`config.mk`:
```
export PLATFORM = sky130hd
export DESIGN_NAME = vsc_div_cell
export DESIGN_NICKNAME = d
export VERILOG_FILES = /design/src/hw/rtl/vsc_pkg.sv /design/src/hw/rtl/vsc_div_cell.sv
export SDC_FILE = /design/constraint.sdc
export NUM_CORES = 1
export LEC_CHECK = 0
export BUFFER_PORTS_ARGS = -buffer_cell sky130_fd_sc_hd__buf_4
export CAP_MARGIN = 20
export CORE_AREA = 2 2 517 519
export CTS_CLUSTER_SIZE = 25
export DETAILED_ROUTE_END_ITERATION = 10
export DIE_AREA = 0 0 519 521
export SLEW_MARGIN = 20
export SYNTH_ARGS = -nofsm -noshare
export SYNTH_HDL_FRONTEND = slang
export SYNTH_SLANG_ARGS = --single-unit
```
`constraint.sdc`:
```
create_clock -name clk -period 2.2 [get_ports clk]
set_input_delay 0.44 -clock clk [delete_from_list [all_inputs] [get_ports clk]]
set_output_delay 0.44 -clock clk [all_outputs]
set_load 0.01 [all_outputs]
```
`src/hw/rtl/vsc_pkg.sv`:
```
`timescale 1ns / 1ps
// ---------------------------------------------------------------------------
// vsc_pkg
// shared widths, word types and helpers for the stick constraint pipeline
// ---------------------------------------------------------------------------
package vsc_pkg;

	localparam int CW   = 32;        // coordinate
	localparam int LW   = 31;        // rest length
	localparam int DLW  = CW + 1;    // difference magnitude
	localparam int SW   = 2 * DLW;   // sum of squares (66 bits)
	localparam int RW   = SW / 2;    // root
	localparam int RMW  = RW + 2;    // root remainder
	localparam int EW   = RW + 2;    // signed length error
	localparam int DDW  = RW + 1;    // divisor 2d
	localparam int QW   = RW;        // quotient
	localparam int NSQ  = SW / 2;    // root cells
	localparam int NDIV = QW;        // divider cells
	localparam int OW   = CW + 3;    // signed result before clamp

	typedef logic signed [CW-1:0] coord_t;

	typedef struct packed {
		coord_t [2:0]           a;
		coord_t [2:0]           b;
		logic   [2:0][DLW-1:0]  mag;
		logic   [2:0]           neg;
		logic   [LW-1:0]        rest;
		logic                   degen;
		logic                   eneg;
		logic   [DDW-1:0]       dd;
	} side_t;

	typedef struct packed {
		logic [SW-1:0]  rad;
		logic [RW-1:0]  root;
		logic [RMW-1:0] rem;
	} sqrt_t;

	typedef struct packed {
		logic [2:0][QW-1:0]  low;
		logic [2:0][RMW-1:0] rem;
		logic [2:0][QW-1:0]  quo;
	} div_t;

	function automatic coord_t sat_coord(input logic signed [OW-1:0] v);
		logic signed [OW-1:0] hi;
		logic signed [OW-1:0] lo;
		hi = {{(OW-CW+1){1'b0}}, {(CW-1){1'b1}}};
		lo = ~hi;
		if (v > hi)
			return coord_t'(hi);
		else if (v < lo)
			return coord_t'(lo);
		else
			return coord_t'(v);
	endfunction

endpackage

```
`src/hw/rtl/vsc_div_cell.sv`:
```
`timescale 1ns / 1ps
// ---------------------------------------------------------------------------
// vsc_div_cell
// one restoring quotient bit for all three axes, registered
// ---------------------------------------------------------------------------
module vsc_div_cell (
	input  logic           clk,
	input  logic           arst_n,
	input  logic           en,
	input  logic           in_valid,
	input  vsc_pkg::side_t in_side,
	input  vsc_pkg::div_t  in_dv,
	output logic           out_valid,
	output vsc_pkg::side_t out_side,
	output vsc_pkg::div_t  out_dv
);
	import vsc_pkg::*;

	logic [RMW-1:0] t;
	div_t           nxt;

	always_comb begin
		nxt = in_dv;
		for (int k = 0; k < 3; k++) begin
			t = {in_dv.rem[k][RMW-2:0], in_dv.low[k][QW-1]};
			nxt.low[k] = {in_dv.low[k][QW-2:0], 1'b0};
			if (t >= RMW'(in_side.dd)) begin
				nxt.rem[k] = t - RMW'(in_side.dd);
				nxt.quo[k] = {in_dv.quo[k][QW-2:0], 1'b1};
			end else begin
				nxt.rem[k] = t;
				nxt.quo[k] = {in_dv.quo[k][QW-2:0], 1'b0};
			end
		end
	end

	always_ff @(posedge clk or negedge arst_n) begin
		if (!arst_n)
			out_valid <= 1'b0;
		else if (en)
			out_valid <= in_valid;
	end

	always_ff @(posedge clk) begin
		if (en) begin
			out_side <= in_side;
			out_dv   <= nxt;
		end
	end

endmodule

```
==> impl_metrics.py <==
metrics = {
    "floorplanning": {
        "die_area_sq_um": 270000,
        "rows": 189,
        "num_io_pins": 1333,
        "die-height_um": 521,
        "die_w_um": 519,
        "core-area_sq_um": 264000,
        "initial_core_util_pct": 10.1,
    },
    "power": {
        "power.density_nw_per_um2": 752,
        "ir_drop_v": 0.000920,
        "p_total_mw": 42.4,
        "leakagePower_nw": 23.0,
    },
    "synthesis": {
        "synth_area_leader_cell": "edfxtp_1",
        "yosysSeqAreaShare_pct": 74.4,
        "yosysUniqueCellTypes": 66,
        "netlist_top_cells_count": "edfxtp_1 (661), a21oi_1 (148), ha_1 (102)",
        "synth_cells": 1660,
        "yosysMostFrequentCell": "edfxtp_1",
        "synthArstFlopShare_pct": 0.151,
        "synth_warnings": 0,
        "synth_seq_cells": 662,
        "syn_avg_cell_area_sq_um": 16.1,
        "synth_flop_cell": "edfxtp_1",
        "synth_area_leaders": "edfxtp_1 (74%), ha_1 (4.8%), a21oi_1 (2.8%)",
        "yosysTopAreaCellShare_pct": 74.3,
        "synth_area_sq_um": 26700,
        "synth-edff-count": 661,
    },
    "routing": {
        "highest_layer": "met5",
        "wl_met3_um": 22000,
        "vias": 26900,
        "met1Wirelength_um": 85400,
        "met2_length_um": 124000,
        "viasPerCell": 3.43,
        "drtIter0Drc": 1907,
        "ant_nets": 0,
        "dr.pass1.iters": 7,
        "routedWlPerCell_um": 31.0,
        "drt_wl_total_um": 243000,
        "drc": 0,
    },
    "grt": {
        "first_global_vias": 27200,
        "grt_max_degree": 71,
        "grt_pass1_wl_um": 298000,
        "antenna_found_initial": 177,
        "grtUsageTotal_pct": 17.2,
        "grt-ovfl-total": 0,
    },
    "clock_network": {
        "cts_inserted_buffers": 93,
        "path_clk_slew_ns": 0.06,
        "cts_tree": "built",
        "cts.sink_count": 662,
        "htreeDepth": 3,
        "clk_latency_ns": 0.81,
        "clock_tree.root_cell": "clkbuf_16",
        "ctsHoldBuffers": 633,
        "cts_buffer_depth": 4,
    },
    "timing": {
        "hold_violations": 0,
        "fin_setup_tns_ns": -41.63,
        "fmax_ghz": 0.359,
        "setup_violations": 108,
        "setup_ws_ns": -0.589,
        "finalWorstPathRequiredPeriod_ns": 2.79,
        "drv_slew": 0,
        "final.period_utilization_pct": 127,
        "holdWs_ns": 0.0342,
        "skew_ns": 0,
        "rsz0062_at_grt": "true",
    },
    "critical_path": {
        "cp-end-kind": "flip-flop",
        "start_kind": "input port",
        "required_ns": 2.69,
        "path_max_fanout": 13,
        "arrival_ns": 3.28,
        "critical_path_class": "input port to flip-flop",
    },
    "placed_design": {
        "hpwl_um": 209000,
        "gp_congestion": 0.972,
        "io_buffers": 1323,
    },
    "min_path": {
        "hold_class": "input port to flip-flop",
    },
    "run_status": {
        "violations": "setup timing",
        "outcome": "finished, violations left",
    },
    "flow_run": {
        "maxCapViolations": 0,
    },
    "layout": {
        "areaGrowthSynthToFinish_pct": 111,
        "nets": 4956,
        "layout-drive-gt1-share_pct": 52.3,
    },
}
## layout make-up
cell class / instances / area (sq um)
Timing Repair Buffer: 2471 / 20900
Inverter: 60 / 258
Multi-Input combinational cell: 895 / 7750
Tap cell: 3533 / 4420
Antenna cell: 51 / 128
Sequential cell: 662 / 19900
Clock inverter: 67 / 753
Clock buffer: 100 / 2350
Fill cell: 28400 / 208000
## where the power goes
group | internal, mW | total (mW) | switching, mW
clock network | 9.31 | 15.8 | 6.50
registers | 15.3 | 15.8 | 0.552
logic | 5.18 | 10.8 | 5.59
total | 29.8 | 42.4 | 12.6
## timing repair
action                     4_1_cts  5_1_grt
gates cloned                     5        6
gates resized for setup        161      179
hold endpoints to repair       643        1
pin swaps                       43       75
buffers inserted                30       37
setup endpoints to repair      107      108
## worst paths after layout
| check | to | start | slack, ns | cells after the start |
|---|---|---|---|---|
| worst max-delay path | out_dv[139] | in_side[4] | -0.59 | 13 |
| worst min-delay path | out_dv[126] | in_dv[125] | 0.03 | 3 |
| worst max register to register | out_valid | out_valid | 1.46 | 1 |
| worst min register to register | out_valid | out_valid | 0.52 | 1 |
| max in group asynchronous | out_valid | arst_n | 1.61 | 3 |
| min in group asynchronous | out_valid | arst_n | 0.49 | 3 |
## registers in the layout, summed over array words and instances (netlist names)
name	cells
out_side	361
out_valid	1
out_dv	300
## worst max-delay path: stages
cell and delay, ns:
buf_8 0.08, clkinvlp_4 0.09, buf_12 0.14, ha_4 0.22, a21o_1 0.21, o41a_1 0.40, a211o_1 0.29, a22o_1 0.24
a21oi_2 0.18, nand4b_1 0.17, and3_4 0.27, buf_12 0.17, mux2_2 0.36
## metrics by stage
stage	instances	cell area (sq um)	utilization, %	setup slack (ns)
2_1_floorplan	1662	26900	-	-0.977
3_3_place_gp	6929	44800	16.9	-1.58
3_5_place_dp	6929	44800	16.9	-1.57
4_1_cts	7760	55200	20.9	-0.518
5_1_grt	7818	56400	21.3	-0.632
6_report	7839	56400	21.3	-0.589
## per-layer routing
metal  GRT usage (%)  vias up
met3            6.30      476
met4            6.86       28
met5               0        -
met1            17.9    13400
met2            31.1     1461
li1                -    11500
## cell usage in the layout (no fill, tap or decap), types with 34 or more instances in the layout
master	instances
buf_12	34
clkbuf_16	100
inv_1	47
a21oi_1	97
nor2_1	59
xnor2_1	59
ha_1	76
mux2_4	44
buf_4	1755
dlygate4sd3_1	633
nand2_1	55
a21o_1	37
edfxtp_1	661
diode_2	51
a21oi_2	47
xor2_1	34
o21ai_0	38
## logic make-up after synthesis
kind of cell,after synthesis,synth area share [%]
flip-flops,662,74.4
AO/OA/AOI/OAI,356,8.42
AND/OR/NAND/NOR,278,4.96
adder cells (fa/ha/maj),105,5.00
buffers and inverters,105,1.68
XOR/XNOR,95,3.11
multiplexers,58,2.44
other,1,0.0140
Note: power is estimated with default switching activity, not from simulation.
