## config.mk

```make
export PLATFORM = sky130hd
export DESIGN_NAME = vsc_sqrt_cell
export DESIGN_NICKNAME = d
export VERILOG_FILES = /design/src/hw/rtl/vsc_pkg.sv /design/src/hw/rtl/vsc_sqrt_cell.sv
export SDC_FILE = /design/constraint.sdc
export NUM_CORES = 1
export LEC_CHECK = 0
export BUFFER_PORTS_ARGS = -buffer_cell sky130_fd_sc_hd__buf_4
export CAP_MARGIN = 30
export CORE_AREA = 2 2 382 384
export DETAILED_ROUTE_END_ITERATION = 12
export DIE_AREA = 0 0 384 386
export GPL_ROUTABILITY_DRIVEN = 0
export GPL_TIMING_DRIVEN = 1
export SKIP_CTS_REPAIR_TIMING = 1
export SKIP_LAST_GASP = 1
export SLEW_MARGIN = 20
export SYNTH_ARGS = -nofsm -noshare
export SYNTH_HDL_FRONTEND = slang
export SYNTH_SLANG_ARGS = --single-unit
```

## constraint.sdc

```tcl
create_clock -name clk -period 1.81 [get_ports clk]
set_clock_uncertainty 0.1 [all_clocks]
set_input_delay 0.181 -clock clk [delete_from_list [all_inputs] [get_ports clk]]
set_output_delay 0.181 -clock clk [all_outputs]
set_load 0.02 [all_outputs]
```

## src/hw/rtl/vsc_pkg.sv

```systemverilog
`timescale 1ns / 1ps
// ---------------------------------------------------------------------------
// vsc_pkg
// shared widths, word types and helpers for the stick constraint pipeline
// ---------------------------------------------------------------------------
package vsc_pkg;

	localparam int CW   = 32;        // coordinate
	localparam int LW   = 31;        // rest length
	localparam int DLW  = CW + 1;    // difference magnitude
	localparam int SW   = 2 * DLW;   // sum of squares (66 bits)
	localparam int RW   = SW / 2;    // root
	localparam int RMW  = RW + 2;    // root remainder
	localparam int EW   = RW + 2;    // signed length error
	localparam int DDW  = RW + 1;    // divisor 2d
	localparam int QW   = RW;        // quotient
	localparam int NSQ  = SW / 2;    // root cells
	localparam int NDIV = QW;        // divider cells
	localparam int OW   = CW + 3;    // signed result before clamp

	typedef logic signed [CW-1:0] coord_t;

	typedef struct packed {
		coord_t [2:0]           a;
		coord_t [2:0]           b;
		logic   [2:0][DLW-1:0]  mag;
		logic   [2:0]           neg;
		logic   [LW-1:0]        rest;
		logic                   degen;
		logic                   eneg;
		logic   [DDW-1:0]       dd;
	} side_t;

	typedef struct packed {
		logic [SW-1:0]  rad;
		logic [RW-1:0]  root;
		logic [RMW-1:0] rem;
	} sqrt_t;

	typedef struct packed {
		logic [2:0][QW-1:0]  low;
		logic [2:0][RMW-1:0] rem;
		logic [2:0][QW-1:0]  quo;
	} div_t;

	function automatic coord_t sat_coord(input logic signed [OW-1:0] v);
		logic signed [OW-1:0] hi;
		logic signed [OW-1:0] lo;
		hi = {{(OW-CW+1){1'b0}}, {(CW-1){1'b1}}};
		lo = ~hi;
		if (v > hi)
			return coord_t'(hi);
		else if (v < lo)
			return coord_t'(lo);
		else
			return coord_t'(v);
	endfunction

endpackage

```

## src/hw/rtl/vsc_sqrt_cell.sv

```systemverilog
`timescale 1ns / 1ps
// ---------------------------------------------------------------------------
// vsc_sqrt_cell
// one radix-2 digit of the integer square root, registered
// ---------------------------------------------------------------------------
module vsc_sqrt_cell (
	input  logic           clk,
	input  logic           arst_n,
	input  logic           en,
	input  logic           in_valid,
	input  vsc_pkg::side_t in_side,
	input  vsc_pkg::sqrt_t in_sq,
	output logic           out_valid,
	output vsc_pkg::side_t out_side,
	output vsc_pkg::sqrt_t out_sq
);
	import vsc_pkg::*;

	logic [RMW-1:0] raw;
	logic [RMW-1:0] trial;
	sqrt_t          nxt;

	always_comb begin
		raw   = {in_sq.rem[RMW-3:0], in_sq.rad[SW-1:SW-2]};
		trial = {in_sq.root, 2'b01};
		nxt.rad = {in_sq.rad[SW-3:0], 2'b00};
		if (raw >= trial) begin
			nxt.rem  = raw - trial;
			nxt.root = {in_sq.root[RW-2:0], 1'b1};
		end else begin
			nxt.rem  = raw;
			nxt.root = {in_sq.root[RW-2:0], 1'b0};
		end
	end

	always_ff @(posedge clk or negedge arst_n) begin
		if (!arst_n)
			out_valid <= 1'b0;
		else if (en)
			out_valid <= in_valid;
	end

	always_ff @(posedge clk) begin
		if (en) begin
			out_side <= in_side;
			out_sq   <= nxt;
		end
	end

endmodule

```

==> reports/results.md <==
| Item | Value |
|---|---|
| Register-to-Register Setup Slack | 0.97 ns |
| Sum of negative setup slack | -26.28 ns |
| Placed Area | 0.0287 mm² |
| Via count of the first global-routing pass | 13,330 |
| Reg clk slew, reported paths | 0.06 ns |
| Data required time at the worst endpoint | 2.11 ns |
| Sequential cell area fraction in the yosys report | 85.9% |
| Source of the worst register-to-register timing path | out_valid |
| Top post-synthesis cells by area | sky130_fd_sc_hd__edfxtp_1, sky130_fd_sc_hd__ha_1, sky130_fd_sc_hd__a21oi_1 |
| Synthesis warning total | 0 |
| Via count normalized by instance count | 3.35 |
| Count of flip-flops with a built-in enable after synthesis | 493 |
| WHS | -0.373 ns |
| Number of design-rule violations left by the first detailed-router iteration | 770 |
| #FFs+latches synth | 494 |
| Launch point of the worst path | in_sq[35] |
| Mapped cell area | 0.0173 mm² |
| Failing checks | hold timing, setup timing |
| Remaining Overflow, GRT | 0 |
| Kind of launch point of the worst setup path | primary input |
| Hold violation total from the final report | 1 |
| WL final | 116 mm |
| Type of the worst min-delay path | primary input to flip-flop |
| Initial Util | 12.0% |
| Peak supply drop | 0.750 mV |
| Number of buffers inserted during clock tree synthesis | 67 |
| Final setup slack of the worst path | -0.830 ns |
| Library cell used as clock root buffer | sky130_fd_sc_hd__clkbuf_16 |
| Die extent in x | 384 µm |
| Worst-case reg-to-reg path depth | 1 |
| Slowest-stage cell, CP | sky130_fd_sc_hd__or3_4 |
| Reported leakage power | 15.0 nW |
| Number of clock sinks seen by CTS | 494 |
| Post-synth cell types | 50 |
| Global routing usage on met1 | 15.7% |
| Boundary Pins | 995 |
| Most frequently used flop master after synthesis | sky130_fd_sc_hd__edfxtp_1 |
| Seq pwr share | 40.3% |
| Routed length per placed instance | 25.3 µm |
| Post-synthesis cell type with the largest combined area | sky130_fd_sc_hd__edfxtp_1 |
| Final setup violation count | 36 |
| Max-slew headroom | 63.5% |
| Worst setup path endpoint | out_sq[7] |
| Remaining routing DRC violations | 0 |
| Port Buffer Count | 990 |
| Critical path cell sequence | buf_8, inv_4, ha_4, o21a_1, o22ai_2, o31a_1, or3_4, a21oi_4, a311oi_4, o41ai_4, buf_4, buf_12, mux2_4 |
| Full die area | 0.148 mm² |
| Pin slew with the least headroom to its limit | 0.534 ns |
| Type of element capturing the critical path | flip-flop |
| Power density of the placed cells | 964 mW/mm² |
| Number of H-tree levels | 3 |
| TritonRoute pass-1 iters | 5 |
| Final core area utilization | 25.1% |
| Most used cells in the layout excluding fill and tap cells | sky130_fd_sc_hd__buf_4, sky130_fd_sc_hd__dlygate4sd3_1, sky130_fd_sc_hd__edfxtp_1 |
| Average cell area after synthesis | 19.8 µm² |
| Global Route met3 Usage | 6.12% |
| Count of standard-cell rows | 140 |
| Switching portion of total power | 28.1% |
| Die Ht | 386 µm |
| Pin count of the biggest net entering global routing | 76 |
| Capture instance of the worst register-to-register path | out_valid |
| F_max | 379 MHz |
| Nets@finish | 3,134 |
| Max FO, Critical Path | 6 |
| Share of cells above drive strength 1 | 50.1% |
| First-pass GRT wire length | 135 mm |
| Area of the placeable core | 0.145 mm² |
| Power share of the clock group | 39.2% |
| Total power of the final layout | 35.0 mW |
| FILL cells | 14,996 |
| Clk Latency, worst-skew pair | 0.67 ns |
| Number of max-cap violations | 0 |
| Final slew viol count | 0 |
| Highest cell delay on the worst timing path | 0.40 ns |
| Cell internal pwr | 25.2 mW |
| Combinational power share | 20.5% |
| Crit Path Category | primary input to flip-flop |
| DP HPWL | 95.9 mm |
| Post-layout minimum cycle time | 2.64 ns |
| Setup repair after global routing missed its margin | true |
| Run status | finished with violations |
| Post-detailed-route count of antenna-violating nets | 0 |
| Data arrival at the endpoint of the critical path | 2.94 ns |
| Most common cell after layout, fill and taps aside | sky130_fd_sc_hd__buf_4 |
| FFs w/ async S/R, synth | 0.202% |
| Final period utilization | 146% |
| Total global-route track usage | 14.2% |
| Via total after detailed routing | 15,429 |
| Antenna violations before repair | 78 |
| Portion of synthesized cell area occupied by the leading cell type | 85.7% |
| Clock buffer depth | 3 |
| Number of standard cells after synthesis | 872 |
| Met2 Usage GRT | 24.5% |
| Net Sw Power | 9.81 mW |
| CTS tree | done |
| Area of all placed cells without fillers | 0.0363 mm² |
| Synthesis-to-finish area growth | 110% |
| GR peak layer | met2 |
[Yosys cell counts (all sizes together), types with 2 or more instances]
master,number
a2111oi,2
a211oi,5
a21o,18
a21oi,48
a221o,2
a221oi,2
a31oi,3
and2,2
and3,6
buf,8
clkbuf,9
edfxtp,493
ha,35
inv,42
mux2,9
nand2,24
nand2b,3
nand3,12
nand4,6
nor2,45
nor2b,8
nor3,8
o211ai,2
o21a,6
o21ai,13
o21bai,6
o31a,4
o31ai,4
or3,2
xnor2,14
xor2,14
[sequential cells by signal, indices dropped and copies added, names as in the netlist]
signal     flops
out_valid      1
out_sq       132
out_side     361
[how the worst min path moves through the flow]
| stage | from | endpoint | slack (ns) | depth (start not counted) |
|---|---|---|---|---|
| 2_1_floorplan | arst_n | out_valid | -0.21 | 0 |
| 3_3_place_gp | arst_n | out_valid | -0.14 | 1 |
| 3_5_place_dp | arst_n | out_valid | -0.14 | 1 |
| 4_1_cts | arst_n | out_valid | -0.90 | 1 |
| 5_1_grt | in_sq[35] | out_sq[36] | -0.43 | 1 |
| 6_report | in_sq[35] | out_sq[36] | -0.37 | 1 |
[kinds of logic (layout without fill, tap and decap cells)]
| family | count (synthesis) | in the layout | share of synthesized area, % |
|---|---|---|---|
| AOI/OAI and AO/OA | 124 | 124 | 4.77 |
| xor gates and xnor gates | 28 | 28 | 1.42 |
| adders and majority gates | 35 | 35 | 2.54 |
| buffers and inverters | 59 | 1837 | 1.48 |
| DFF | 494 | 494 | 85.9 |
| muxes | 10 | 10 | 0.645 |
| other | 1 | 39 | 0.0217 |
| and+or+nand+nor | 121 | 121 | 3.28 |
[layout make-up]
type                       instances  area [µm²]  share of cell area (%)
inverter                          42         168                   0.462
clock buffer                      84        1810                    5.00
multi-input combinational        320        2420                    6.67
timing repair buffer            1675       14100                    38.9
sequential                       494       14800                    40.9
tap                             1917        2400                    6.61
antenna                           37        92.6                   0.255
clock inverter                    36         443                    1.22
[stage by stage]
step / hold slack (ns) / cells / worst slack [ns]
after floorplan: -0.215 / 873 / -1.08
after global placement: -0.139 / 3941 / -2.21
after detailed placement: -0.137 / 3942 / -1.72
after CTS: -0.900 / 4062 / -0.995
after global routing: -0.432 / 4585 / -0.856
final: -0.373 / 4605 / -0.830
[power groups by stage]
stage	logic [mW]	registers, mW	clock network (mW)
2_1_floorplan	0.806	15.4	0
3_3_place_gp	6.06	14.3	0
3_5_place_dp	6.09	14.3	0
4_1_cts	6.10	14.1	14.2
5_1_grt	7.54	14.2	14.6
6_report	7.17	14.1	13.7
[layer usage]
layer  vias to the layer above  part of all wire, %
li1                       6898                    -
met1                      7551                   38
met2                       754                   50
met3                       186                  9.2
met4                        40                  2.9
met5                         -                 0.23
[critical path, delay by kind of cell]
family                     cells  cell delay, ns
and+or+nand+nor                1            0.40
AOI/OAI and AO/OA              6            1.29
adders and majority gates      1            0.25
muxes                          1            0.31
buffers and inverters          4            0.46
Power figures use the tool's default switching activity.
